===== src/rtl/sscp_mul.sv =====
// Two-stage signed multiplier built from four half-width partial products.
module sscp_mul #(
    parameter int W = 33
) (
    input  logic                  aclk,
    input  logic                  en,
    input  logic signed [W-1:0]   a,
    input  logic signed [W-1:0]   b,
    output logic signed [2*W-1:0] p
);
    localparam int K  = W / 2;
    localparam int H  = W - K;
    localparam int PW = 2 * W;

    logic signed [K:0]     al, bl;
    logic signed [H-1:0]   ah, bh;
    logic signed [2*K+1:0] ll_reg;
    logic signed [W:0]     lh_reg, hl_reg;
    logic signed [2*H-1:0] hh_reg;
    logic signed [PW-1:0]  sum;

    assign al = {1'b0, a[K-1:0]};
    assign bl = {1'b0, b[K-1:0]};
    assign ah = a[W-1:K];
    assign bh = b[W-1:K];

    always_ff @(posedge aclk) begin
        if (en) begin
            ll_reg <= al * bl;
            lh_reg <= al * bh;
            hl_reg <= ah * bl;
            hh_reg <= ah * bh;
        end
    end

    always_comb begin
        sum = (PW'(hh_reg) <<< (2 * K)) + ((PW'(lh_reg) + PW'(hl_reg)) <<< K) + PW'(ll_reg);
    end

    always_ff @(posedge aclk) begin
        if (en) begin
            p <= sum;
        end
    end
endmodule


===== config.mk =====
export PLATFORM = sky130hd
export DESIGN_NAME = sscp_mul
export DESIGN_NICKNAME = d
export VERILOG_FILES = /design/src/rtl/sscp_mul.sv
export SDC_FILE = /design/constraint.sdc
export NUM_CORES = 2
export LEC_CHECK = 0
export ABC_AREA = 1
export BUFFER_PORTS_ARGS = -buffer_cell sky130_fd_sc_hd__buf_2
export CAP_MARGIN = 5
export CORE_MARGIN = 5
export CORE_UTILIZATION = 59
export DETAILED_ROUTE_END_ITERATION = 10
export PLACE_DENSITY = 0.84
export SETUP_SLACK_MARGIN = 0.2
export SLEW_MARGIN = 0
export SYNTH_ARGS = -nofsm -noshare
export SYNTH_HDL_FRONTEND = slang
export SYNTH_SLANG_ARGS = --single-unit
export TNS_END_PERCENT = 50

===== constraint.sdc =====
create_clock -name aclk -period 6.3 [get_ports aclk]
set_clock_uncertainty 0.1 [all_clocks]
set_input_delay 0.945 -clock aclk [delete_from_list [all_inputs] [get_ports aclk]]
set_output_delay 0.945 -clock aclk [all_outputs]
set_load 0.05 [all_outputs]

# Yosys cells after proc, flatten, opt, wreduce, memory -nomap -nowiden
# Index checks and enable logic that the tools add are counted.
# Widths: inputs -> output; s select.
# word_totals
ff_bits	200
inputBits	68
# op_classes
n_mul	4
addsub	3
# ops
op	count
$mul 17x17->34	3
$add 66x33->66	1
$add 66x51->66	1
$add 34x34->35	1
$mul 16x16->32	1

# Longest topological paths before layout
# depth
word_depth	3
depth_mapped	27

# Worst setup path before layout
# No wires, ideal clock.
# synth_path
path_kind	input port to flip-flop
startpoint	input port a[32]
endpoint	register hh_reg[33], data pin
path_slack_ps	-164
path_stages	21
arrival_time_ps	6100
setup_time_ps	263
cell_sequence	clkbuf_1 clkbuf_1 nand2_1 inv_1 fa_1 fa_1 fa_1 fa_1 fa_1 inv_1 fa_1 inv_1 ha_1 nand2_1 nor2_1 inv_1 nor2_1 inv_1 nor2_1 a21oi_1 xor2_1
# synth_via
elab_chain_cells	1
# synth_lines
element	line	rtl
from (decl)	7	input logic signed [W-1:0] a,
$mul 17x17->34	32	hh_reg <= ah * bh;
to (signal assigned)	32	
to (decl)	19	logic signed [2*H-1:0] hh_reg;
# No other way between the ends.
# A chain may end at the register's enable or synchronous reset.

# Worst setup path after layout
# layout_path
startpoint	input port a[30]
endpoint	register hl_reg[20], data pin
# layout_via
elab_chain_cells	1
# layout_lines
element	line	rtl
$mul 17x17->34	31	hl_reg <= ah * bl;
to (signal assigned)	31	
to (decl)	18	logic signed [W:0] lh_reg, hl_reg;
# No other way between the ends.

==> out/metrics.yaml <==
detailed_routing:
  vias: 44692
  wl_per_cell_um: 19.2
  drc_errors: 0
  ant_nets: 0
  drt_iter0_drc: 3998
  first_pass_iters: 6
  vias_per_cell: 5.43
  finalWirelength_mm: 159
timing:
  max_slew_margin_pct: 37.6
  timing.final.max_slew_violations: 0
  setup_viol: 0
  tightest_slew_ps: 937
  max_freq_mhz: 166
  period_minus_slack_ps: 6010
  finalCritPeriodShare_pct: 95.4
  final_hold_viol_count: 0
  rsz0062_at_grt: "yes"
clock_tree:
  cts_max_level: 4
  cts_buffers: 17
  clockRootBuffer: "clkbuf_16"
  ctsHoldBuffers: 0
  cts.sinks: 200
  ctsLongestPathBuffers: 2
  cts_tree: "built"
  path_clk_slew_ps: 90
  clock_latency_ps: 530
grt:
  first_global_vias: 47682
  grt_max_degree: 85
  antenna_found_initial: 10
  grt_pass1_wl_mm: 253
  grt_overflow: 0
  grt_usage_pct: 34.0
synthesis:
  synth_xor_area_share_pct: 3.37
  synth-seq-area-share_pct: 11.4
  syn-instance-count: 6612
  ys.flop_type: "edfxtp_1"
  ys_seq_elements: 200
  ys_async_sr_fraction_pct: 0
  synth_enable_flop_cells: 200
  yosysWarnings: 0
  synth_compound_area_share_pct: 5.36
  synth_area_mm2: 0.0528
  synth_fa_ha_area_share_pct: 48.7
  yosys.area_share.simple_pct: 16.0
  synth_cell_types: 47
  synthMuxAreaShare_pct: 0
  syn_area_per_cell_um2: 7.98
  synth_top_family_by_area: "adder cells"
  syn_nets: 8147
critical_path:
  worstPathMaxFanout: 17
  critical_path.endpoint_type: "flop"
  rrSetupSlack_ps: 1380
  arrival_ps: 6190
  critPathKind: "in -> reg"
  cp.required_ps: 6480
  startpoint_type: "input port"
floorplanning:
  start_util_pct: 59.5
  rows: 109
  die_x_um: 309
  die-height_um: 309
  dieArea_mm2: 0.0955
  ios: 134
  core_area_mm2: 0.0886
layout:
  n_fill_cell: 6914
  drive_gt1_share_pct: 12.4
  area_growth_pct: 13.3
  final_core_util_pct: 67.5
  largest_reg_flops: 66
  finish.net_count: 8588
  multi_input_area_mm2: 0.0391
  top_register: "p"
  seqCellArea_mm2: 0.00601
place:
  dp_hpwl_mm: 137
  portBuffers: 133
  place_congestion: 1.00
outcome:
  outcome: "completed"
run:
  maxCapViolations: 0
worst_hold_path:
  hp-class: "reg -> reg"
## final cells by class
class | instances | share of cell area [%]
well taps | 1165 | 2.44
repair buffers | 685 | 9.22
flip-flops and latches | 200 | 10.0
clock inverters | 15 | 0.372
clock buffers | 17 | 0.711
multi-input cells | 4276 | 65.4
inverters | 1873 | 11.8
diodes | 6 | 0.0251
## metrics by stage
stage / setup TNS, ps / setup slack [ps] / std cells / hold slack, ps / area (um2)
3_5_place_dp: -19140 / -436 / 8195 / 305 / 58600
6_report: 0 / 290 / 8237 / 324 / 59800
3_3_place_gp: -12250 / -327 / 8195 / 301 / 58600
5_1_grt: 0 / 93.1 / 8233 / 332 / 59800
2_1_floorplan: 0 / 172 / 6612 / 300 / 52900
4_1_cts: 0 / 198 / 8227 / 323 / 59300
## routing by layer
metal	share of wire (%)	vias to the layer above	global-route usage, %
met5	0.016	-	0
met4	4.9	4	14.3
met3	9.9	516	7.16
met2	46	2244	56.3
met1	39	21760	44.0
li1	-	20168	-
## critical path: stages
cell and delay [ps]:
buf_2 120, buf_12 160, buf_4 180, nand2_1 70
inv_1 60, fa_1 530, inv_1 50, fa_1 470
fa_1 520, inv_1 60, fa_1 490, fa_1 500
inv_1 50, fa_1 520, inv_1 70, ha_1 340
a21oi_1 300, o21a_1 200, o21ai_0 120, inv_1 70
nand2_1 70, xor2_1 140, buf_4 150
## worst paths after layout
path	from	to	depth (start not counted)
worst max-delay path	a[30]	hl_reg[20]$_DFFE_PP_	23
worst min-delay path	ll_reg[4]$_DFFE_PP_	p[4]$_DFFE_PP_	0
worst max register to register	lh_reg[0]$_DFFE_PP_	p[61]$_DFFE_PP_	19
worst min register to register	ll_reg[4]$_DFFE_PP_	p[4]$_DFFE_PP_	0
## timing repair
action,4_1_cts,5_1_grt
setup buffers,0,4
resized for setup,4,141
gates cloned,0,0
endpoints found under the setup margin,3,73
pin swaps,0,11
## Yosys cell counts (24+ instances only)
| cell type | instances | area [um2] |
|---|---|---|
| o21ai_0 | 125 | 626 |
| nor3_1 | 27 | 135 |
| o21bai_1 | 24 | 180 |
| nor2_1 | 273 | 1020 |
| a21oi_1 | 225 | 1130 |
| a21o_1 | 27 | 203 |
| fa_1 | 980 | 19600 |
| edfxtp_1 | 200 | 6010 |
| inv_1 | 1869 | 7020 |
| xor2_1 | 142 | 1240 |
| a31oi_1 | 26 | 163 |
| nand3_1 | 115 | 576 |
| clkbuf_1 | 261 | 980 |
| xnor2_1 | 61 | 534 |
| nand2_1 | 1604 | 6020 |
| ha_1 | 487 | 6090 |
| nand4_1 | 29 | 181 |
## cells by family after synthesis
family / Yosys count
AO/OA/AOI/OAI: 491
XOR/XNOR: 203
adder cells (fa/ha/maj): 1467
buffers and inverters: 2136
flip-flops: 200
AND/OR/NAND/NOR: 2115
## cells in the final DEF, fill, tap and decap left out, drive strengths merged
cell type / n
a221oi: 3
o221ai: 2
o211a: 2
o2111ai: 2
inv: 1881
o21ai: 142
edfxtp: 200
nand2: 1626
buf: 665
nand3b: 1
a21boi: 8
xor2: 142
diode: 6
a31o: 3
nor4: 8
clkinvlp: 2
clkinv: 2
fa: 980
o21bai: 25
clkbuf: 37
a211oi: 5
nor2: 280
nor3: 30
a31oi: 26
o211ai: 10
and2: 1
and3: 4
or2: 17
a21oi: 231
nand3: 119
a21o: 27
o21a: 5
bufinv: 3
nand4: 29
ha: 487
xnor2: 61
Power is left out: the tool's default activity adds up to more than one toggle a clock period on the data nets, which glitch-free logic cannot reach.
