## src/rtl/sscp_pkg.sv

```systemverilog
// Shared widths, types and constants for the segment closest-points pipeline.
package sscp_pkg;

    localparam int CW      = 32;             // coordinate width
    localparam int FRAC    = 16;             // fraction bits of every fixed-point value
    localparam int DIFF_W  = CW + 1;         // exact difference of two coordinates
    localparam int PROD_W  = 2 * DIFF_W;     // product of two differences
    localparam int SUM_W   = PROD_W + 2;     // sum of three products
    localparam int DOT_W   = SUM_W - FRAC;   // dot product in fixed point
    localparam int WIDE_W  = 2 * DOT_W + 1;  // difference of two dot-product products
    localparam int MU_W    = FRAC + 1;       // line parameter in [0, 1]
    localparam int EPS_W   = 16;             // zero threshold register

    localparam int MUL_LAT = 2;              // split multiplier latency
    localparam int DIV_LAT = FRAC + 1;       // ratio divider latency

    typedef logic signed [CW-1:0]     coord_t;
    typedef logic signed [DIFF_W-1:0] diff_t;
    typedef logic signed [PROD_W-1:0] prod_t;
    typedef logic signed [DOT_W-1:0]  dot_t;
    typedef logic signed [WIDE_W-1:0] wide_t;
    typedef logic [MU_W-1:0]          mu_t;

    localparam mu_t MU_ONE = {1'b1, {FRAC{1'b0}}};

endpackage

```

## src/rtl/sscp_div.sv

```systemverilog
// Pipelined restoring divider giving floor(num/den) in [0, 1], one quotient bit per stage after the first.
module sscp_div #(
    parameter int W = 53
) (
    input  logic                     aclk,
    input  logic                     en,
    input  logic signed [W-1:0]      num,
    input  logic signed [W-1:0]      den,
    output sscp_pkg::mu_t            mu
);
    import sscp_pkg::*;

    logic [W-2:0]  r_reg  [0:FRAC];
    logic [W-2:0]  d_reg  [0:FRAC];
    logic [FRAC-1:0] q_reg [0:FRAC];
    logic          zf_reg [0:FRAC];
    logic          of_reg [0:FRAC];

    logic signed [W-1:0] nn, dn;
    logic                zero_f, one_f;
    logic [W-1:0]        sh [0:FRAC-1];
    logic                ge [0:FRAC-1];
    logic [W-2:0]        rn [0:FRAC-1];
    logic [W-1:0]        dif;

    // Sign normalization: a negative divisor flips both operands.
    always_comb begin
        nn     = den[W-1] ? -num : num;
        dn     = den[W-1] ? -den : den;
        zero_f = (den == '0) || nn[W-1] || (nn == '0);
        one_f  = !zero_f && ($unsigned(nn) >= $unsigned(dn));
    end

    always_comb begin
        for (int i = 0; i < FRAC; i++) begin
            dif   = '0;
            sh[i] = {r_reg[i], 1'b0};
            ge[i] = sh[i] >= {1'b0, d_reg[i]};
            dif   = sh[i] - {1'b0, d_reg[i]};
            rn[i] = ge[i] ? dif[W-2:0] : sh[i][W-2:0];
        end
    end

    always_ff @(posedge aclk) begin
        if (en) begin
            r_reg[0]  <= nn[W-2:0];
            d_reg[0]  <= dn[W-2:0];
            q_reg[0]  <= '0;
            zf_reg[0] <= zero_f;
            of_reg[0] <= one_f;
            for (int i = 0; i < FRAC; i++) begin
                r_reg[i+1]  <= rn[i];
                d_reg[i+1]  <= d_reg[i];
                q_reg[i+1]  <= {q_reg[i][FRAC-2:0], ge[i]};
                zf_reg[i+1] <= zf_reg[i];
                of_reg[i+1] <= of_reg[i];
            end
        end
    end

    assign mu = zf_reg[FRAC] ? '0 : (of_reg[FRAC] ? MU_ONE : {1'b0, q_reg[FRAC]});
endmodule

```

## config.mk

```make
export PLATFORM = sky130hd
export DESIGN_NAME = sscp_div
export DESIGN_NICKNAME = d
export VERILOG_FILES = /design/src/rtl/sscp_pkg.sv /design/src/rtl/sscp_div.sv
export SDC_FILE = /design/constraint.sdc
export NUM_CORES = 2
export LEC_CHECK = 0
export BUFFER_PORTS_ARGS = -buffer_cell sky130_fd_sc_hd__buf_2
export CAP_MARGIN = 20
export CORE_MARGIN = 10
export CORE_UTILIZATION = 50
export DETAILED_ROUTE_END_ITERATION = 6
export GPL_ROUTABILITY_DRIVEN = 0
export MAX_ROUTING_LAYER = met4
export PLACE_DENSITY = 0.65
export SLEW_MARGIN = 20
export SYNTH_ARGS = -nofsm -noshare
export SYNTH_HDL_FRONTEND = slang
export SYNTH_SLANG_ARGS = --single-unit
```

## constraint.sdc

```tcl
create_clock -name aclk -period 10.9 [get_ports aclk]
set_input_delay 0 -clock aclk [delete_from_list [all_inputs] [get_ports aclk]]
set_output_delay 0 -clock aclk [all_outputs]
set_load 0.05 [all_outputs]
```

After elaboration in Yosys (flattened, before gate mapping)
Memory sizes are Yosys's and may differ from the RTL's.
Cells that the tools add are included.
{"block": "totals", "memories": 5, "in_bits": 108, "register_bits": 0, "word_cells": 68, "ram_bits": 2074, "out_inout_bits": 17}
{"name": "d_reg", "words": 17, "width": 52, "rd": 16, "rd_clocked_by_memory_dff": 0, "write_ports": 17, "line": "sscp_div.sv:14", "text": "logic [W-2:0] d_reg [0:FRAC];"}
{"name": "r_reg", "words": 17, "width": 52, "rd": 16, "rd_clocked_by_memory_dff": 0, "write_ports": 17, "line": "sscp_div.sv:13", "text": "logic [W-2:0] r_reg [0:FRAC];"}
{"name": "q_reg", "words": 17, "width": 16, "rd": 17, "rd_clocked_by_memory_dff": 0, "write_ports": 17, "line": "sscp_div.sv:15", "text": "logic [FRAC-1:0] q_reg [0:FRAC];"}
{"name": "of_reg", "words": 17, "width": 1, "rd": 17, "rd_clocked_by_memory_dff": 0, "write_ports": 17, "line": "sscp_div.sv:17", "text": "logic of_reg [0:FRAC];"}
{"name": "zf_reg", "words": 17, "width": 1, "rd": 17, "rd_clocked_by_memory_dff": 0, "write_ports": 17, "line": "sscp_div.sv:16", "text": "logic zf_reg [0:FRAC];"}
{"block": "classes", "magnitude_cmp": 17, "n_reduce_logical": 6, "n_mux": 22, "addsub": 18}
{"cell": "53-bit by 52-bit >= comparator with 1-bit output", "count": 16}
{"cell": "52-bit two-way mux", "count": 16}
{"cell": "52-bit subtractor", "count": 16}
{"cell": "53-bit zero test", "count": 2}
{"cell": "53-bit two-way mux", "count": 2}
{"cell": "53-bit negation", "count": 2}
{"cell": "53-bit >= comparator", "count": 1}
{"cell": "17-bit two-way mux", "count": 2}
{"cell": "1-bit logical OR", "count": 2}
{"cell": "1-bit two-way mux", "count": 2}
{"cell": "1-bit logical AND", "count": 1}
{"cell": "1-bit zero test", "count": 1}

Logic depth before layout (Yosys ltp)
{"block": "depth", "depth_word": 6, "ltp_mapped": 21, "depth_no_buf": 21}

Worst setup path after synthesis
No wires, ideal clock.
{"block": "synth_path", "path_type": "input port to flip-flop", "start": "input den[9]", "end": "memory of_reg[0][0] (data pin)", "t_arrival_ns": 3.901, "stages": 21, "setup_slack_ns": 6.736, "n_path_buf": 0, "setup_time_ns": 0.263, "required_ns": 10.637, "path_cell_list": "or4_4 or3_4 nor3_4 nor3b_4 nand3_2 or4_4 or2_4 or3_4 o21ai_2 xor2_1 ha_1 a21oi_1 nor2b_1 o21ai_0 nand2b_1 a21oi_1 nor2b_1 o21ai_0 nand2b_1 a21oi_1 a31oi_1"}
{"element": "from (decl)", "line": "sscp_div.sv:8", "text": "input logic signed [W-1:0] den,"}
{"element": "to (decl)", "line": "sscp_div.sv:17"}

==> run summary <==
Status -> finished, violations left
Failing checks -> DRC
Startpoint type of the worst setup path -> flop
Antenna-violating nets left -> 0
Post-synth top cells -> 1834 x edfxtp_1, 1123 x inv_1, 1122 x a21oi_1
Data arrival time of the critical path -> 6.31 ns
Setup WS pre-CTS -> 5.31 ns
Top cells by area, synth -> edfxtp_1 48%, ha_1 9.6%, a21oi_1 4.8%
Crit path time final -> 5.74 ns
Die H -> 501 um
Slowest stage delay, CP -> 0.58 ns
Power Dens Cells -> 296 nW/um^2
R2r worst-path depth -> 13
Residual DRC -> 1
Peak supply drop -> 0.000177 V
Setup ws final -> 5.16 ns
Cell taking the most area after synthesis -> edfxtp_1
Max_slew headroom -> 0.223
Worst-path clk slew -> 0.06 ns
Top-count cell post-synth -> edfxtp_1
Initial antenna violation count -> 7
CTS tree -> done
CP top delay family -> compound AO/OA/AOI/OAI gates
Final setup vio count -> 0
CP Class -> reg2reg
Number of flops mapped to enable cells by yosys -> 1834
DR pass1 iterations -> 7
Max_cap viols -> 0
Setup TNS Final -> 0 ns
Hold Path Depth -> 4
Syn. warnings -> 0
FF-to-FF End -> r_reg[0][420]
Leak pwr -> 52.4 nW
Syn Inst Count -> 11233
First-pass GRT wire length -> 446000 um
Vias in the first global route -> 85863
Hold Path Sink -> d_reg[0][30]
Die ar. -> 251000 um^2
Top cell type's share of synthesized area -> 0.475
Critical Path End Type -> flop
Area Growth Syn to Fin -> 10.2%
Main synth FF type -> edfxtp_1
WP data required -> 11.47 ns
Initial DRC count -> 6344
Via density -> 5.84
Sequential fraction of the synthesis area -> 0.475
Port Buf Inserts -> 124
Reg2reg start -> d_reg[0][373]
Tcrit/Tclk final -> 0.527
Mean Syn Cell Area -> 10.3 um^2
WL per Instance -> 19.5 um
Die W -> 501 um
Share of post-route cells with drive strength above 1 -> 0.0762
Unrepaired setup endpoints after global routing -> no
Max Slew Vio Count -> 0
TritonCTS buffer count -> 200
Netlist cell types -> 99
CP max-delay cell -> buf_4
Fraction of registers with async set/reset -> 0
Final Skew -> 0.0323 ns
Nets -> 12448
Worst min-delay path startpoint -> den[30]
CORE AREA -> 230000 um^2
Latest clock arrival within the worst-skew pair -> 0.84 ns
CTS Buffer Depth -> 3
Post-CTS resize count -> 0
Fmax -> 174 MHz
Worst path buffer plus inverter count -> 2
CTS root buf -> clkbuf_16
Grt ovf -> 0
Overall Global Routing Usage -> 0.225
Critical Path Fanout Max -> 48
Synth Cell Area -> 116000 um^2
R2R Setup Slk -> 5.16 ns
Starting Density -> 0.503
Sink Count -> 1834
Final hold viol count -> 0
Crit path cell chain -> inv_1 -> ha_1 -> nand4_1 -> nor2_1 -> o21ai_0 -> a21oi_1 -> nor4_1 -> or2_0 -> o41ai_4 -> a31oi_1 -> o31ai_4 -> buf_4 -> mux2_2
CTS H-tree depth -> 4
Synth Register Bits -> 1834
Final wirelength -> 285000 um
Post-Syn Nets -> 12242
Least-Margin Pin Slew -> 1.16 ns
DR vias -> 85391
I/O pin count -> 125
Core Rows -> 176
Worst min path class -> in2reg
Largest net degree at the start of global routing -> 182
DPL Wire Length -> 220000 um
[per-layer routing]
layer / up-vias / part of all wire / GRT usage
li1: 41655 / - / -
met5: - / 0 / -
met4: 0 / 0.083 / 0.161
met3: 1073 / 0.037 / 0.0244
met1: 39691 / 0.36 / 0.218
met2: 2972 / 0.52 / 0.416
[cell families after synthesis]
group | after synthesis | synth area share
adders and majority gates | 901 | 0.0982
and+or+nand+nor | 2705 | 0.113
muxes | 337 | 0.0325
DFF | 1834 | 0.475
AOI/OAI and AO/OA | 3178 | 0.174
xor gates and xnor gates | 777 | 0.0587
buffers and inverters | 1501 | 0.0492
[power by group]
group | switching, W | leakage (nW) | internal [W] | total, W
logic | 0.0113 | 31.4 | 0.00819 | 0.0195
clock network | 0.00267 | 3.07 | 0.00379 | 0.00646
registers | 0.00107 | 17.9 | 0.0107 | 0.0118
total | 0.0151 | 52.4 | 0.0227 | 0.0378
[stage by stage]
step | instances | util | power (W) | instance area [um^2] | hold slack [ns]
2_1_floorplan | 11233 | - | 0.0262 | 116000 | 0.0989
3_3_place_gp | 14060 | 0.519 | 0.0304 | 119000 | 0.237
3_5_place_dp | 14060 | 0.519 | 0.0308 | 119000 | 0.233
4_1_cts | 14621 | 0.555 | 0.0376 | 128000 | 0.0170
5_1_grt | 14625 | 0.555 | 0.0404 | 128000 | 0.0709
6_report | 14626 | 0.555 | 0.0378 | 128000 | 0.0844
[area by class of cell]
type	instances	area, um^2
multi-input combinational	7898	55300
inverter	1125	4220
timing repair buffer	380	3140
fill	18985	103000
clock inverter	107	907
sequential	1834	55100
tap	3026	3790
clock buffer	251	5350
antenna	5	12.5
[worst min-delay path: stages]
cell	delay (ns)
dlygate4sd3_1	0.52
buf_2	0.12
xnor2_1	0.10
inv_1	0.06
[placed cells by master, fill, tap and decap left out, types with 133 or more instances in the layout]
cell type      count
a21o_1           468
a21oi_1         1122
clkbuf_16        207
dlygate4sd3_1    203
edfxtp_1        1834
ha_1             886
inv_1           1122
mux2_2           312
nand2_1          692
nand3_1          201
nand4_1          188
nor2_1           794
nor3_1           170
o21ai_0          575
o21bai_1         133
xnor2_1          465
xor2_1           312
[repair_timing]
action,4_1_cts,5_1_grt
setup buffers,0,0
hold buffers,203,0
endpoints found under the hold margin,242,0
[worst max path at each step]
stage | from | endpoint | slack [ns] | depth (start not counted)
after global routing | d_reg[0][373] | r_reg[0][418] | 5.04 | 13
after floorplan | den[9] | of_reg[0][0] | 6.74 | 21
after detailed placement | d_reg[0][373] | r_reg[0][420] | 5.31 | 13
after global placement | r_reg[0][372] | r_reg[0][421] | 5.37 | 12
after CTS | d_reg[0][373] | r_reg[0][433] | 5.30 | 13
final | d_reg[0][373] | r_reg[0][420] | 5.16 | 13
No activity file was read; power rests on OpenSTA's default activity.
