File: src/rtl/sscp_dly.sv
// Enabled delay line that carries side data alongside the arithmetic stages.
module sscp_dly #(
    parameter int W = 32,
    parameter int N = 1
) (
    input  logic         aclk,
    input  logic         en,
    input  logic [W-1:0] d,
    output logic [W-1:0] q
);
    logic [W-1:0] sr_reg [0:N-1];

    always_ff @(posedge aclk) begin
        if (en) begin
            sr_reg[0] <= d;
            for (int i = 1; i < N; i++) begin
                sr_reg[i] <= sr_reg[i-1];
            end
        end
    end

    assign q = sr_reg[N-1];
endmodule

File: config.mk
export PLATFORM = sky130hd
export DESIGN_NAME = sscp_dly
export DESIGN_NICKNAME = d
export VERILOG_FILES = /design/src/rtl/sscp_dly.sv
export SDC_FILE = /design/constraint.sdc
export NUM_CORES = 1
export LEC_CHECK = 0
export ABC_AREA = 1
export BUFFER_PORTS_ARGS = -buffer_cell sky130_fd_sc_hd__buf_2
export CELL_PAD_IN_SITES_DETAIL_PLACEMENT = 0
export CELL_PAD_IN_SITES_GLOBAL_PLACEMENT = 2
export CORE_MARGIN = 4
export CORE_UTILIZATION = 26
export CTS_CLUSTER_SIZE = 8
export DETAILED_ROUTE_END_ITERATION = 6
export GPL_TIMING_DRIVEN = 0
export PLACE_DENSITY_LB_ADDON = 0.05
export SYNTH_ARGS = -nofsm -noshare
export SYNTH_HDL_FRONTEND = slang
export SYNTH_SLANG_ARGS = --single-unit
File: constraint.sdc
create_clock -name aclk -period 0.8 [get_ports aclk]
set_clock_uncertainty 0.15 [all_clocks]
set_input_delay 0.08 -clock aclk [delete_from_list [all_inputs] [get_ports aclk]]
set_output_delay 0.08 -clock aclk [all_outputs]
set_load 0.02 [all_outputs]
# Word-level counts from Yosys, hierarchy flattened
# Memories as Yosys holds them, arrays and structs flattened.
# Index checks and enable logic that the tools add are counted.
[totals]
regBits = 0
ramBits = 32
memories = 1
[mem_list]
columns = ["name", "words", "word_bits", "read_ports", "rd_clocked_by_memory_dff", "wr", "line", "source"]
rows = [
  ["sr_reg", 1, 32, 1, 0, 1, "11", "logic [W-1:0] sr_reg [0:N-1];"],
]
[op_classes]
muxes = 2
[op_table]
columns = ["cell", "count"]
rows = [
  ["$mux 1", 2],
]

# Logic depth before layout (Yosys ltp)
# Gate-level depths: netlist of the first run.
[logic_depth]
depth_word = 2
ltp_mapped = 0
depth_no_buf = 0

# Worst setup path after synthesis of the first run
# OpenSTA, ideal clock, no wires.
[synth_timing]
kind = "register to output"
from = "memory sr_reg[0][0]"
to = "output port q[0]"
t_arrival_ps = 449
required_time_ps = 570
setup_slack_ps = 121
path_stages_with_launch = 1
n_path_buf = 0
path_cell_list = "edfxtp_1"
[synth_via]
elab_chain_len = 1
[synth_rtl]
columns = ["item", "line", "source"]
rows = [
  ["start, declared", "11", ""],
  ["$mem_v2 1x32", "n/a", ""],
  ["end, declared", "9", "output logic [W-1:0] q"],
]
# Every way passes these cells.

# Worst setup path after layout of the first run
[layout_timing]
from = "memory sr_reg[0][25]"
to = "output port q[25]"
# Same word-level chain as after synthesis.

==> summary.log, run 1 <==
qor: run_status.status complete, but fails checks
qor: run_status.violations hold timing, setup timing
qor: global_route.grt_pass1_wl 2570 um
qor: worst_setup_path.crit_path_max_incr_delay 0.39 ns
qor: clocking.cts_made_buffers 5
qor: cells_and_area.layout.filler_cells 322
qor: worst_setup_path.crit_arrival 0.81 ns
qor: clocking.ctsLongestPathBuffers 2
qor: timing.setup_viol_count_final 32
qor: die.die_h 68.8 um
qor: worst_setup_path.critPathMaxFanout 1
qor: global_route.grt_util_all_layers 8.29%
qor: clocking.cts_max_level 2
qor: route.drt-total-wl 1840 um
qor: placement.gp_routability_congestion 0.589
qor: global_route.antenna_found_initial 0
qor: route.firstDrtPassIters 3
qor: hold_path.worst_hold_path.num_cells 1
qor: timing.finalSetupTns -7.15 ns
qor: placement.port_buffer_count 65
qor: timing.timing_hold_violations_final 32
qor: synthesis.synth.yosys.seq_area_share 100%
qor: hold_path.worst_hold_path.endpoint sr_reg[0][27]
qor: route.dr.first_iter.drc_count 27
qor: cells_and_area.postLayoutCellArea 1580 um^2
qor: synthesis.synth_cells 32
qor: hold_path.worst_hold_startpoint d[27]
qor: worst_setup_path.setup.worst_path.class flop to output pin
qor: synthesis.cell_area_synth 961 um^2
qor: cells_and_area.finalNetCount 138
qor: route.vias 573
qor: route.antenna_nets_post_route 0
qor: timing.postLayoutSetupSlackWorst -0.239 ns
qor: synthesis.netlist-cell-type-count 1
qor: global_route.grt_max_degree 33
qor: timing.layout_min_cycle_time 1.04 ns
qor: global_route.grt_overflow_total 0
qor: timing.slew_limit_headroom 74.1%
qor: clocking.postCtsSetupRepairBufs 0
qor: clocking.clock_sink_count 32
qor: synthesis.synthesis.yosys.warnings 0
qor: timing.max_slew.worst_pin.slew 0.389 ns
qor: clocking.clockRootBuffer clkbuf_8
qor: synthesis.mappedNetlistNets 66
qor: power.power_leakage 0.660 nW
qor: flow_run.max_cap_violations 0
qor: cells_and_area.register_area 961 um^2
qor: power.sum_of_internal_switching_and_leakage_power 3.68 mW
qor: die.floorplan.core_area 3440 um^2
qor: worst_setup_path.path_delay_family flip-flops
qor: worst_setup_path.critical_path_buf_inv_count 1
qor: die.die_width 68.8 um
qor: timing.timing.final.max_slew_violations 0
qor: route.vias_per_cell 3.79
qor: power.powerDensity 2340 nW/um^2
qor: route.wl_per_cell 12.2 um
qor: timing.timing.fmax 0.963 GHz
qor: worst_setup_path.timing.critical_path.required 0.57 ns
qor: die.floorplan.die_area 4730 um^2
qor: die.initial_core_util 27.9%
qor: synthesis.average_footprint_of_a_synthesized_cell 30.0 um^2
qor: hold_path.timing.hold.worst.class primary input to flop
qor: cells_and_area.drive_gt1_share 66.7%
qor: die.floorplan.io_pins 66
qor: cells_and_area.antenna_cells 0
qor: cells_and_area.number_of_flip_flops_under_the_largest_register_name 32
qor: worst_setup_path.critical_path.slowest_cell edfxtp_1
qor: clocking.cts_tree done
qor: cells_and_area.areaGrowthSynthToFinish 64.1%
qor: die.number_of_rows_created_at_floorplan 21
qor: cells_and_area.layout.comb_gates.multi_input 0
qor: timing.unrepaired_setup_endpoints_after_global_routing yes
qor: worst_setup_path.crit_path_start_kind flop
qor: global_route.first_global_vias 560
qor: worst_setup_path.timing.critical_path.cells buf_6
qor: worst_setup_path.endpoint_kind output pin
qor: clocking.path_clk_slew 0.06 ns
qor: synthesis.ys_ff_latch 32
qor: power.ir_drop 0.876 mV
qor: route.drc 0
qor: timing.period_share 130%
qor: timing.timing.hold.ws -0.176 ns
qor: cells_and_area.multi_input_area 0 um^2
qor: placement.placedInstanceArea 1340 um^2
timing repair:
item,CTS,global route
gates resized for setup,9,40
setup endpoints to repair,64,32
hold endpoints to repair,32,32
metrics by stage:
stage          util (%)  setup slack (ns)  hold slack [ns]  instances
6_report           45.8            -0.239           -0.176        151
5_1_grt            45.8            -0.297           -0.194        151
4_1_cts            42.2            -0.263           -0.191        151
3_5_place_dp       39.0            -0.380            0.108        143
3_3_place_gp       39.0            -0.374            0.106        143
2_1_floorplan         -             0.121           0.0289         32
report_power, final:
group | total (mW) | leakage (nW) | internal (mW) | switching [mW]
sequential | 2.04 | 0.313 | 2.00 | 0.0469
combinational | 0.505 | 0.307 | 0.249 | 0.256
clock | 1.13 | 0.0399 | 0.604 | 0.530
total | 3.68 | 0.660 | 2.85 | 0.833
cell families (layout without fill, tap and decap cells):
logic type  count (synthesis)  in the layout  synth area share, %
buf+inv                     0             73                    0
flops                      32             32                  100
metal layers:
metal  vias up  wire length (um)  track usage [%]
met1       254               573             7.61
met4         0                33             4.38
met2        43               928             13.2
met3         4               306             6.32
li1        272                 -                -
met5         -                 0                0
final cells by class:
| class | instances | share of cell area, % |
|---|---|---|
| clock buffer | 7 | 4.84 |
| tap | 46 | 3.65 |
| clock inverter | 1 | 0.238 |
| timing repair buffer | 65 | 30.3 |
| sequential | 32 | 61.0 |
worst max path at each step:
stage                        startpoint           end  slack (ns)  cells past startpoint
final                     sr_reg[0][25]         q[25]       -0.24                      1
after global routing       sr_reg[0][0]          q[0]       -0.30                      1
after CTS                  sr_reg[0][4]          q[4]       -0.26                      1
after global placement               en  sr_reg[0][2]       -0.37                      1
after floorplan            sr_reg[0][0]          q[0]        0.12                      0
after detailed placement             en  sr_reg[0][7]       -0.38                      1
synthesized netlist by cell type (all sizes together):
cell    instances  area, um^2
edfxtp         32         961
cells in the final DEF (no fill, tap or decap):
| cell | Yosys | layout |
|---|---|---|
| clkbuf_8 | 0 | 5 |
| buf_4 | 0 | 1 |
| edfxtp_1 | 32 | 32 |
| clkbuf_1 | 0 | 2 |
| buf_2 | 0 | 40 |
| clkinv_1 | 0 | 1 |
| buf_6 | 0 | 24 |
No activity file was read; power rests on OpenSTA's default activity.
==> run 2, diff against run 1 <==
--- a/config.mk
+++ b/config.mk
@@ -10,7 +10,7 @@
 export CELL_PAD_IN_SITES_DETAIL_PLACEMENT = 0
 export CELL_PAD_IN_SITES_GLOBAL_PLACEMENT = 2
 export CORE_MARGIN = 4
-export CORE_UTILIZATION = 26
+export CORE_UTILIZATION = 28
 export CTS_CLUSTER_SIZE = 8
 export DETAILED_ROUTE_END_ITERATION = 6
 export GPL_TIMING_DRIVEN = 0
==> constraint.sdc (replaced) <==
create_clock -name aclk -period 1.3 [get_ports aclk]
set_clock_uncertainty 0.15 [all_clocks]
set_input_delay 0.13 -clock aclk [delete_from_list [all_inputs] [get_ports aclk]]
set_output_delay 0.13 -clock aclk [all_outputs]
set_load 0.02 [all_outputs]
==> run 2 against run 1 <==
  * First-iteration DRC count is 11% lower
  * Clock power is 36% lower
  * Critical path type unchanged
  * Wire length is 9.8% higher
  * Final area is 10% higher
  * Final cell count is 21% higher
  * Critical endpoint is now q[8]
  * The flow now finishes without violations
==> summary.log, run 2 (synthesis gave the netlist of run 1 again) <==
qor: die.number_of_rows_created_at_floorplan 21 [unchanged]
qor: cells_and_area.drive_gt1_share 52.6% [was 66.7%]
qor: timing.slew_limit_headroom 53.7% [was 74.1%]
qor: worst_setup_path.setup.worst_path.class flop to output pin [unchanged]
qor: cells_and_area.register_area 961 um^2 [unchanged]
qor: power.power_frac_seq 54.4% [was 55.5%]
qor: worst_setup_path.crit_path_start_kind flop [unchanged]
qor: power.intPower 1.78 mW [was 2.85 mW]
qor: power.powerDensity 1310 nW/um^2 [was 2340 nW/um^2]
qor: clocking.post_cts_resized 0 [was 9]
qor: power.net_switching_power_of_the_design 0.504 mW [was 0.833 mW]
qor: route.firstDrtPassIters 3 [unchanged]
qor: timing.timing.hold.ws 0.239 ns [was -0.176 ns]
qor: cells_and_area.antenna_cells 0 [unchanged]
qor: route.drt-total-wl 2020 um [was 1840 um]
qor: cells_and_area.postLayoutCellArea 1740 um^2 [was 1580 um^2]
qor: worst_setup_path.timing.critical_path.cells buf_2 [was buf_6]
qor: worst_setup_path.crit_arrival 0.88 ns [was 0.81 ns]
qor: route.vias 686 [was 573]
qor: hold_path.timing.hold.worst.class primary input to flop [unchanged]
qor: route.drc 0 [unchanged]
qor: cells_and_area.finalNetCount 170 [was 138]
qor: worst_setup_path.stages_on_worst_setup_path 1 [unchanged]
qor: power.share_comb_of_total_power 14.0% [was 13.7%]
qor: cells_and_area.layout.cells.most_common_list buf_2, dlygate4sd3_1, edfxtp_1 [was buf_2, edfxtp_1, buf_6]
qor: flow_run.max_cap_violations 0 [unchanged]
qor: worst_setup_path.critPathMaxFanout 1 [unchanged]
qor: route.dr.first_iter.drc_count 24 [was 27]
qor: clocking.ctsLongestPathBuffers 2 [unchanged]
qor: timing.period_share 89.4%
qor: cells_and_area.layout.filler_cells 291 [was 322]
qor: power.power_frac_clock 31.6% [was 30.8%]
qor: die.floorplan.io_pins 66 [unchanged]
qor: die.die_h 66.6 um [was 68.8 um]
qor: route.antenna_nets_post_route 0 [unchanged]
qor: die.floorplan.core_area 3340 um^2 [was 3440 um^2]
qor: clocking.clockRootBuffer clkbuf_4 [was clkbuf_8]
qor: power.ir_drop 0.527 mV [was 0.876 mV]
qor: timing.max_slew.worst_pin.slew 0.694 ns [was 0.389 ns]
qor: global_route.first_global_vias 694 [was 560]
qor: placement.placedInstanceArea 1340 um^2 [unchanged]
qor: hold_path.worst_hold_path.num_cells 1 [unchanged]
qor: cells_and_area.number_of_flip_flops_under_the_largest_register_name 32 [unchanged]
qor: clocking.path_clk_slew 0.10 ns [was 0.06 ns]
qor: worst_setup_path.timing.critical_path.required 1.02 ns [was 0.57 ns]
qor: cells_and_area.areaGrowthSynthToFinish 81.1% [was 64.1%]
qor: clocking.cts_tree done [unchanged]
qor: worst_setup_path.endpoint_kind output pin [unchanged]
qor: global_route.grt_overflow_total 0 [unchanged]
qor: global_route.antenna_found_initial 0 [unchanged]
qor: clocking.clock_sink_count 32 [unchanged]
qor: clocking.cts_made_buffers 5 [unchanged]
qor: clocking.cts_max_level 2 [unchanged]
qor: cells_and_area.layout.comb_gates.multi_input 0 [unchanged]
qor: global_route.grt_pass1_wl 3230 um [was 2570 um]
qor: power.sum_of_internal_switching_and_leakage_power 2.28 mW [was 3.68 mW]
qor: timing.layout_min_cycle_time 1.16 ns
qor: timing.finalSetupTns 0 ns [was -7.15 ns]
qor: die.die_width 66.6 um [was 68.8 um]
qor: die.initial_core_util 28.8% [was 27.9%]
qor: die.floorplan.die_area 4430 um^2 [was 4730 um^2]
qor: route.wl_per_cell 11.0 um [was 12.2 um]
qor: worst_setup_path.worstSetupStartpoint sr_reg[0][8] [was sr_reg[0][25]]
qor: timing.timing_hold_violations_final 0 [was 32]
qor: power.swShare 22.1% [was 22.6%]
qor: run_status.status completed [was complete, but fails checks]
qor: placement.gp_routability_congestion 0.680 [was 0.589]
qor: cells_and_area.layout.cells.most_common buf_2 [unchanged]
qor: timing.setup_viol_count_final 0 [was 32]
qor: global_route.grt_util_all_layers 10.5% [was 8.29%]
qor: worst_setup_path.critical_path.slowest_cell edfxtp_1 [unchanged]
qor: worst_setup_path.path_delay_family flip-flops [unchanged]
qor: timing.timing.final.max_slew_violations 0 [unchanged]
qor: cells_and_area.layout.core_utilization 52.2% [was 45.8%]
qor: worst_setup_path.critical_path_buf_inv_count 1 [unchanged]
qor: worst_setup_path.crit_path_max_incr_delay 0.39 ns [about the same]
qor: timing.unrepaired_setup_endpoints_after_global_routing no [was yes]
qor: worst_setup_path.cp-endpoint q[8] [was q[25]]
qor: power.power_leakage 0.745 nW [was 0.660 nW]
qor: global_route.grt_max_degree 33 [unchanged]
qor: placement.port_buffer_count 65 [unchanged]
qor: cells_and_area.multi_input_area 0 um^2 [unchanged]
qor: route.vias_per_cell 3.75 [was 3.79]
qor: timing.timing.fmax 0.860 GHz
==> run 2: cell count changes in the layout (fill, tap and decap cells not counted), moves of 5 or more <==
cell,previous run,this run
clkbuf_4,0,5
clkbuf_8,5,0
dlygate4sd3_1,0,32
buf_2,40,65
buf_6,24,0
==> run 2: routing by layer <==
layer	vias up	track usage [%]	wire length, um
met1	308	10.6	699
met5	-	0	0
met3	8	5.56	173
met2	34	17.3	1090
met4	0	5.33	56
li1	336	-	-
==> run 2: metrics by stage <==
step / worst slack, ns / instances
final: 0.137 / 183
after global routing: 0.0721 / 183
after CTS: 0.0911 / 183
after detailed placement: 0.0649 / 143
after global placement: 0.0765 / 143
after floorplan: 0.571 / 32
==> run 2: power by group through the flow <==
stage	Combinational [mW]	Sequential (mW)	Clock, mW
2_1_floorplan	0	1.38	0
3_3_place_gp	0.248	1.26	0
3_5_place_dp	0.249	1.26	0
4_1_cts	0.323	1.24	0.756
5_1_grt	0.342	1.25	0.806
6_report	0.318	1.24	0.721
==> run 2: how the worst min path moves through the flow <==
stage	from	end	slack (ns)
2_1_floorplan	d[0]	sr_reg[0][0]	0.08
3_3_place_gp	d[8]	sr_reg[0][8]	0.16
3_5_place_dp	d[5]	sr_reg[0][5]	0.16
4_1_cts	en	sr_reg[0][22]	0.24
5_1_grt	en	sr_reg[0][29]	0.25
6_report	en	sr_reg[0][27]	0.24
==> run 2: what timing repair did <==
action / in CTS / in global routing
endpoints found under the setup margin: 0 / 0
buffers inserted: 0 / 0
hold endpoints to repair: 32 / 0
hold buffers: 32 / 0
==> run 2: layout make-up <==
type                  count  share of cell area, %
Sequential cell          32                   55.2
Timing Repair Buffer     97                   37.1
Tap cell                 46                   3.31
Clock buffer              6                   2.37
Clock inverter            2                   2.01
==> run 3, diff against run 2 <==
--- a/config.mk
+++ b/config.mk
@@ -5,11 +5,10 @@
 export SDC_FILE = /design/constraint.sdc
 export NUM_CORES = 1
 export LEC_CHECK = 0
-export ABC_AREA = 1
 export BUFFER_PORTS_ARGS = -buffer_cell sky130_fd_sc_hd__buf_2
 export CELL_PAD_IN_SITES_DETAIL_PLACEMENT = 0
 export CELL_PAD_IN_SITES_GLOBAL_PLACEMENT = 2
-export CORE_MARGIN = 4
+export CORE_MARGIN = 5
 export CORE_UTILIZATION = 28
 export CTS_CLUSTER_SIZE = 8
 export DETAILED_ROUTE_END_ITERATION = 6
==> run 3 against run 2 <==
  * Clock-buffer cell count is 1 higher
  * Critical endpoint is now q[4]
  * Clock power shrank 30%
  * Die area rose by 6.1%
  * Critical path type unchanged
  * Maximum frequency up 2.0%
  * Sequential power barely moved
  * Sequential share of layout area up 0.89 points
  * Sequential cell count unchanged
  * Utilization is 0.82 points lower
  * Via count rose by 0.58%
==> summary.log, run 3 (synthesis gave the netlist of run 1 again) <==
qor: clocking.path_clk_slew 0.09 ns [was 0.10 ns]
qor: clocking.ctsLongestPathBuffers 2 [unchanged]
qor: route.firstDrtPassIters 4 [was 3]
qor: cells_and_area.antenna_cells 0 [unchanged]
qor: hold_path.timing.hold.worst.class primary input to flop [unchanged]
qor: cells_and_area.layout.cells.most_common buf_2 [unchanged]
qor: timing.slew_limit_headroom 54.3% [was 53.7%]
qor: placement.gp_routability_congestion 0.583 [was 0.680]
qor: die.floorplan.die_area 4700 um^2 [was 4430 um^2]
qor: cells_and_area.layout.comb_gates.multi_input 0 [unchanged]
qor: timing.timing_hold_violations_final 0 [unchanged]
qor: cells_and_area.number_of_flip_flops_under_the_largest_register_name 32 [unchanged]
qor: power.power_leakage 0.729 nW [was 0.745 nW]
qor: run_status.status completed [unchanged]
qor: cells_and_area.areaGrowthSynthToFinish 78.3% [was 81.1%]
qor: clocking.cts_made_buffers 5 [unchanged]
qor: power.ir_drop 0.707 mV [was 0.527 mV]
qor: worst_setup_path.path_delay_family flip-flops [unchanged]
qor: worst_setup_path.worstSetupStartpoint sr_reg[0][4] [was sr_reg[0][8]]
qor: cells_and_area.final_cell_count_no_fill 183 [unchanged]
qor: worst_setup_path.endpoint_kind output pin [unchanged]
qor: route.drc 0 [unchanged]
qor: cells_and_area.finalNetCount 170 [unchanged]
qor: worst_setup_path.critical_path_buf_inv_count 1 [unchanged]
qor: clocking.cts_tree done [unchanged]
qor: die.floorplan.core_area 3340 um^2 [unchanged]
qor: cells_and_area.multi_input_area 0 um^2 [unchanged]
qor: global_route.first_global_vias 687 [was 694]
qor: cells_and_area.layout.filler_cells 295 [was 291]
qor: clocking.cts_max_level 2 [unchanged]
qor: die.die_width 68.6 um [was 66.6 um]
qor: timing.layout_min_cycle_time 1.14 ns [was 1.16 ns]
qor: timing.finalSetupTns 0 ns [unchanged]
qor: worst_setup_path.critical_path.slowest_cell edfxtp_1 [unchanged]
qor: worst_setup_path.critPathMaxFanout 1 [unchanged]
qor: cells_and_area.drive_gt1_share 51.1% [was 52.6%]
qor: timing.setup_viol_count_final 0 [unchanged]
qor: worst_setup_path.crit_path_max_incr_delay 0.38 ns [was 0.39 ns]
qor: flow_run.max_cap_violations 0 [unchanged]
qor: route.vias_per_cell 3.77 [was 3.75]
qor: die.die_h 68.6 um [was 66.6 um]
qor: placement.port_buffer_count 65 [unchanged]
qor: cells_and_area.layout.cells.most_common_list buf_2, dlygate4sd3_1, edfxtp_1 [unchanged]
qor: cells_and_area.register_area 961 um^2 [unchanged]
qor: timing.timing.fmax 0.877 GHz [was 0.860 GHz]
qor: clocking.post_cts_resized 0 [unchanged]
qor: timing.timing.hold.ws 0.246 ns [was 0.239 ns]
qor: placement.placed_instances 143 [unchanged]
qor: worst_setup_path.timing.critical_path.required 1.02 ns [about the same]
qor: global_route.grt_max_degree 33 [unchanged]
qor: global_route.grt_overflow_total 0 [unchanged]
qor: timing.unrepaired_setup_endpoints_after_global_routing no [unchanged]
qor: route.wl_per_cell 11.7 um [was 11.0 um]
qor: timing.timing.final.max_slew_violations 0 [unchanged]
qor: worst_setup_path.timing.critical_path.cells buf_2 [unchanged]
qor: timing.max_slew.worst_pin.slew 0.686 ns [was 0.694 ns]
qor: route.drt-total-wl 2130 um [was 2020 um]
qor: hold_path.worst_hold_startpoint en [unchanged]
qor: die.initial_core_util 28.8% [unchanged]
qor: clocking.clock_sink_count 32 [unchanged]
qor: global_route.grt_util_all_layers 9.91% [was 10.5%]
qor: global_route.grt_pass1_wl 3110 um [was 3230 um]
qor: route.dr.first_iter.drc_count 29 [was 24]
qor: die.number_of_rows_created_at_floorplan 21 [unchanged]
qor: route.vias 690 [was 686]
qor: worst_setup_path.crit_path_start_kind flop [unchanged]
qor: clocking.clockRootBuffer clkbuf_4 [unchanged]
qor: die.floorplan.io_pins 66 [unchanged]
qor: timing.period_share 87.7% [was 89.4%]
qor: power.sum_of_internal_switching_and_leakage_power 2.07 mW [was 2.28 mW]
qor: worst_setup_path.setup.worst_path.class flop to output pin [unchanged]
qor: power.powerDensity 1210 nW/um^2 [was 1310 nW/um^2]
qor: route.antenna_nets_post_route 0 [unchanged]
qor: worst_setup_path.crit_arrival 0.86 ns [was 0.88 ns]
qor: global_route.antenna_found_initial 0 [unchanged]
## run 3: cell count changes in the layout (fill, tap and decap cells not counted)
cell,change
clkbuf_1,+1
clkinv_1,+1
bufinv_16,-1
clkinv_2,-1
## run 3: stage by stage
| step | instance area [um^2] | utilization, % | setup slack [ns] |
|---|---|---|---|
| 2_1_floorplan | 961 | - | 0.571 |
| 3_3_place_gp | 1340 | 40.3 | 0.0870 |
| 3_5_place_dp | 1340 | 40.3 | 0.0751 |
| 4_1_cts | 1710 | 51.3 | 0.127 |
| 5_1_grt | 1710 | 51.3 | 0.0729 |
| 6_report | 1710 | 51.3 | 0.160 |
## run 3: final timing paths
path | to | slack, ns | depth (start not counted)
min | sr_reg[0][26] | 0.25 | 1
max | q[4] | 0.16 | 1
## run 3: final cells by class
class	count	share of cell area, %
clock inverters	1	0.219
clock buffers	7	2.63
repair buffers	97	37.7
well taps	46	3.36
flip-flops and latches	32	56.1
## run 3: layer usage
layer	global-route usage (%)	share of wire (%)
met5	0	0
met4	4.47	1.3
met3	7.62	15
met2	16.4	48
met1	8.78	35
## run 3: what timing repair did
action / CTS / global route
hold buffers: 32 / 0
hold endpoints to repair: 32 / 0
setup buffers: 0 / 0
## run 3: report_power, final
| group | switching (mW) | internal (mW) | total, mW | leakage (nW) |
|---|---|---|---|---|
| logic | 0.172 | 0.148 | 0.320 | 0.389 |
| clock network | 0.299 | 0.208 | 0.506 | 0.0269 |
| registers | 0.0156 | 1.22 | 1.24 | 0.313 |
